--- src/design/bcpe_pkg.sv ---
// Shared types, constants and the binomial table of the Bezier point evaluator.
`timescale 1ns / 1ps
`default_nettype none

package bcpe_pkg;

  localparam int MAX_POINTS  = 8;
  localparam int COORD_W     = 32;
  localparam int IDX_W       = $clog2(MAX_POINTS);
  localparam int SLOT_W      = 3;
  localparam int CNT_W       = 4;
  localparam int T_FRAC      = 16;
  localparam int T_W         = T_FRAC + 1;
  localparam int PROD_W      = 2 * T_W;
  localparam int BINOM_W     = 10;
  localparam int WEIGHT_W    = 34;
  localparam int W_LO_W      = 17;
  localparam int W_HI_W      = WEIGHT_W - W_LO_W;
  localparam int ACC_W       = COORD_W + WEIGHT_W + IDX_W;
  localparam int ROUND_SHIFT = 2 * T_FRAC;
  localparam int Q_W         = ACC_W - ROUND_SHIFT;
  localparam int POINT_W     = 3 * COORD_W;

  localparam logic [T_W-1:0]    T_ONE     = T_W'(1 << T_FRAC);
  localparam logic [PROD_W-1:0] POW_HALF  = PROD_W'(1 << (T_FRAC - 1));
  localparam logic [CNT_W-1:0]  CNT_MIN   = CNT_W'(2);
  localparam logic [CNT_W-1:0]  CNT_MAX   = CNT_W'(MAX_POINTS);
  localparam logic [CNT_W-1:0]  CNT_RESET = CNT_W'(4);

  localparam logic       ACT_LOAD = 1'b0;
  localparam logic       ACT_EVAL = 1'b1;

  typedef struct packed {
    logic load_point;
    logic start_eval;
    logic power_step;
    logic weight_prod;
    logic weight_scale;
    logic mac_lo;
    logic mac_hi;
    logic round_res;
    logic out_load;
  } bcpe_cmd_t;

  // Entry (m, k) of Pascal's triangle, folded to constants by synthesis.
  function automatic logic [BINOM_W-1:0] binom_coef(input logic [IDX_W-1:0] m,
                                                     input logic [IDX_W-1:0] k);
    logic [BINOM_W-1:0] pascal [MAX_POINTS][MAX_POINTS];
    for (int r = 0; r < MAX_POINTS; r++) begin
      for (int c = 0; c < MAX_POINTS; c++) begin
        if (c == 0) begin
          pascal[r][c] = BINOM_W'(1);
        end else if (r == 0) begin
          pascal[r][c] = '0;
        end else begin
          pascal[r][c] = pascal[r-1][c-1] + pascal[r-1][c];
        end
      end
    end
    return pascal[m][k];
  endfunction

endpackage

`default_nettype wire

--- src/design/bcpe_ctrl.sv ---
// Sequencer of the Bezier point evaluator: handshakes and datapath commands.
`timescale 1ns / 1ps
`default_nettype none

module bcpe_ctrl (
  input  wire logic               clk,
  input  wire logic               rst,
  input  wire logic               in_valid,
  output logic                    in_ready,
  input  wire logic               action,
  output logic                    out_valid,
  input  wire logic               out_ready,
  input  wire logic               idx_last,
  output bcpe_pkg::bcpe_cmd_t     cmd
);

  typedef enum logic [7:0] {
    S_IDLE   = 8'b0000_0001,
    S_POWER  = 8'b0000_0010,
    S_WPROD  = 8'b0000_0100,
    S_WSCALE = 8'b0000_1000,
    S_MAC_LO = 8'b0001_0000,
    S_MAC_HI = 8'b0010_0000,
    S_ROUND  = 8'b0100_0000,
    S_FINISH = 8'b1000_0000
  } state_t;

  state_t state, state_next;
  logic   out_valid_next;

  assign in_ready = (state == S_IDLE);

  always_comb begin
    state_next = state;
    cmd        = '0;
    case (state)
      S_IDLE: begin
        if (in_valid) begin
          if (action == bcpe_pkg::ACT_EVAL) begin
            cmd.start_eval = 1'b1;
            state_next     = S_POWER;
          end else begin
            cmd.load_point = 1'b1;
          end
        end
      end
      S_POWER: begin
        cmd.power_step = 1'b1;
        if (idx_last) begin
          state_next = S_WPROD;
        end
      end
      S_WPROD: begin
        cmd.weight_prod = 1'b1;
        state_next      = S_WSCALE;
      end
      S_WSCALE: begin
        cmd.weight_scale = 1'b1;
        state_next       = S_MAC_LO;
      end
      S_MAC_LO: begin
        cmd.mac_lo = 1'b1;
        state_next = S_MAC_HI;
      end
      S_MAC_HI: begin
        cmd.mac_hi = 1'b1;
        state_next = idx_last ? S_ROUND : S_WPROD;
      end
      S_ROUND: begin
        cmd.round_res = 1'b1;
        state_next    = S_FINISH;
      end
      S_FINISH: begin
        if (!out_valid || out_ready) begin
          cmd.out_load = 1'b1;
          state_next   = S_IDLE;
        end
      end
      default: begin
        state_next = S_IDLE;
      end
    endcase
  end

  always_comb begin
    out_valid_next = out_valid;
    if (cmd.out_load) begin
      out_valid_next = 1'b1;
    end else if (out_ready) begin
      out_valid_next = 1'b0;
    end
  end

  always_ff @(posedge clk) begin
    if (rst) begin
      state     <= S_IDLE;
      out_valid <= 1'b0;
    end else begin
      state     <= state_next;
      out_valid <= out_valid_next;
    end
  end

endmodule

`default_nettype wire

--- config.mk ---
export PLATFORM = sky130hd
export DESIGN_NAME = bcpe_ctrl
export DESIGN_NICKNAME = d
export VERILOG_FILES = /design/src/design/bcpe_pkg.sv /design/src/design/bcpe_ctrl.sv
export SDC_FILE = /design/constraint.sdc
export NUM_CORES = 1
export LEC_CHECK = 0
export ABC_AREA = 1
export BUFFER_PORTS_ARGS = -buffer_cell sky130_fd_sc_hd__buf_2
export CAP_MARGIN = 40
export CORE_AREA = 4 4 41 43
export DETAILED_ROUTE_END_ITERATION = 12
export DIE_AREA = 0 0 45 47
export PLACE_DENSITY_LB_ADDON = 0.3
export SLEW_MARGIN = 5
export SYNTH_ARGS = -nofsm -noshare
export SYNTH_HDL_FRONTEND = slang
export SYNTH_SLANG_ARGS = --single-unit
export TNS_END_PERCENT = 100
--- constraint.sdc ---
create_clock -name clk -period 1.33 [get_ports clk]
set_input_delay 0.0665 -clock clk [delete_from_list [all_inputs] [get_ports clk]]
set_output_delay 0.0665 -clock clk [all_outputs]
set_load 0.02 [all_outputs]
==> qor.csv <==
metric,value,unit
initial antenna violation count,0,
cts hold-fix bufs,0,
Yosys warnings,0,
r2r worst-path depth,8,
critical-path maximum fanout,3,
vias,647,
Port Buffers,16,
All-Layer GR Usage,16.0,%
gr ovfl total,0,
Cell Pwr Density,1050,nW/um^2
Worst Min Path Start,idx_last,
Synth Area in Compound Gates,4.56,%
Worst Max-Slew Pin Slew,0.415,ns
share of cells above drive strength 1,57.5,%
Rel. slew slack,72.2,%
Cells after Synth,84,
Setup TNS Final,-0.161,ns
CP arrival,1.31,ns
Worst-path clk slew,0.06,ns
"commonest non-fill, non-tap cells in the layout","nor2_1 (14), inv_1 (13), buf_6 (10), buf_4 (10)",
Hold Path Class,input pin to flip-flop,
Synth Area in Adders,0,%
"Max stage delay cell, worst path",dfxtp_2,
reg2reg setup slack,-0.02,ns
area grow syn2layout,55.8,%
GPL Wtd Cong,0.813,
DR WL/cell,12.0,um
Leak,0.000462,uW
CP Cell Sequence,nor2_2 -> nand3_1 -> nor2_1 -> buf_2,
first-pass GRT wire length,2350,um
drt first pass iters,4,
pin count of the biggest net entering global routing,10,
initial core utilization,46.3,%
placed inst area,691,um^2
Inserted Clock Buffers,3,
I/O pin total,17,
DP Worst Slack,0.134,ns
post-route cell area,940,um^2
CTS tree,built,
max cap viols,0,
main combinational cell family by area after synthesis,simple AND/OR/NAND/NOR gates,
Fmax,727,MHz
row count,13,
buffer depth of the longest clock path,2,
final hold vios,0,
CP Launch Type,flip-flop,
vias in the first global route,573,
vias per inst,5.05,
DIE AREA,2120,um^2
final antenna diode count,0,
Root Buffer Master,clkbuf_4,
reg2reg end,state[0],
post-synth cell types,19,
Final min period,1.38,ns
RSZ-0062 raised after global routing,true,
Clock Sinks,9,
crit path launch,state[0],
"Net Count, Synth",90,
final WL,1530,um
crit path capture type,output pin,
syn_area_per_cell,7.18,um^2
WHS Endpoint,state[6],
CP peak stage delay,0.34,ns
Required @ worst endpoint,1.26,ns
final antenna-violating net count,0,
violations in the final reports,setup timing,
# setup viols final,9,
peak supply drop,0.000590,V
mux contribution to synthesized area,0,%
Worst-Skew Late Latency,0.26,ns
DPL Wire Length,964,um
Die H,47,um
Iter 0 DRT Violations,9,
Synth Register Bits,9,
Residual DRC,0,
Synth Area in XOR/XNOR,0,%
final worst slack,-0.0452,ns
cell count of the worst hold path,3,
"most common cell after layout, fill and taps aside",nor2_1,
core area,1300,um^2
"Seq/Total Area, Yosys",29.9,%
status,"complete, but fails checks",
WHS,0.0529,ns
final net count,120,
clk_skew,0.00247,ns
Final Max Slew Viols,0,
Netlist Area Pre-Place,603,um^2
final design utilization,72.2,%
die width,45,um
Tcrit/Tclk final,103,%
critical path type,flip-flop to output pin,
simple-gate portion of the synthesized area,55.0,%
htree depth,1,
worst reg2reg path startpoint,state[0],
==> worst max-delay path by stage <==
stage	end	slack (ns)
2_1_floorplan	state[0]	0.02
3_3_place_gp	state[6]	0.15
3_5_place_dp	state[0]	0.13
4_1_cts	cmd[7]	-0.05
5_1_grt	cmd[4]	-0.15
6_report	cmd[4]	-0.05
==> area by class of cell <==
class	instances	area [um^2]
multi-input combinational	59	423
fill	104	362
timing repair buffer	27	223
sequential	9	196
inverter	14	52.6
clock buffer	4	26.3
tap	15	18.8
==> metrics by stage <==
step	power, uW	instances
4_1_cts	889	122
3_3_place_gp	590	113
5_1_grt	1040	128
2_1_floorplan	535	84
3_5_place_dp	591	113
6_report	985	128
==> cell usage after synthesis <==
cell / count / share of area [%]
a211oi_2: 1 / 2.1
a21oi_1: 3 / 2.5
buf_4: 1 / 1.2
clkbuf_1: 1 / 0.62
dfxtp_1: 9 / 30
inv_1: 14 / 8.7
nand2_1: 12 / 7.5
nand2_2: 3 / 3.1
nand2_4: 2 / 3.7
nand3_1: 3 / 2.5
nand3_2: 1 / 1.7
nand3b_4: 1 / 3.3
nand4_1: 2 / 2.1
nor2_1: 19 / 12
nor2_2: 2 / 2.1
nor2_4: 5 / 9.3
nor2_8: 1 / 3.3
nor3_1: 3 / 2.5
nor4_2: 1 / 2.1
==> critical path, delay by kind of cell (launching register included) <==
kind	cells	cell delay, ns
AND/OR/NAND/NOR	3	0.52
flip-flops	1	0.34
buffers and inverters	1	0.19
==> flip-flops by register name, summed over array words and instances (netlist names) <==
signal     count
state          8
out_valid      1
==> cell families after synthesis <==
logic type / count (synthesis)
AOI/OAI and AO/OA: 4
buffers and inverters: 16
DFF: 9
and+or+nand+nor: 55
==> timing repair <==
item | CTS | global route
resized for setup | 16 | 31
pin swaps | 9 | 16
setup endpoints to repair | 4 | 14
buffers inserted | 5 | 6
==> routing by layer <==
| layer | part of all wire (%) | track usage, % |
|---|---|---|
| met5 | 0 | 0 |
| met2 | 53 | 28.0 |
| met3 | 5.5 | 2.30 |
| met4 | 2.9 | 12.3 |
| met1 | 39 | 17.4 |
==> power by group <==
group	switching, uW	total, uW	internal (uW)
registers	18.0	302	284
logic	249	464	216
clock network	103	219	116
(Power assumes the default switching activity.)
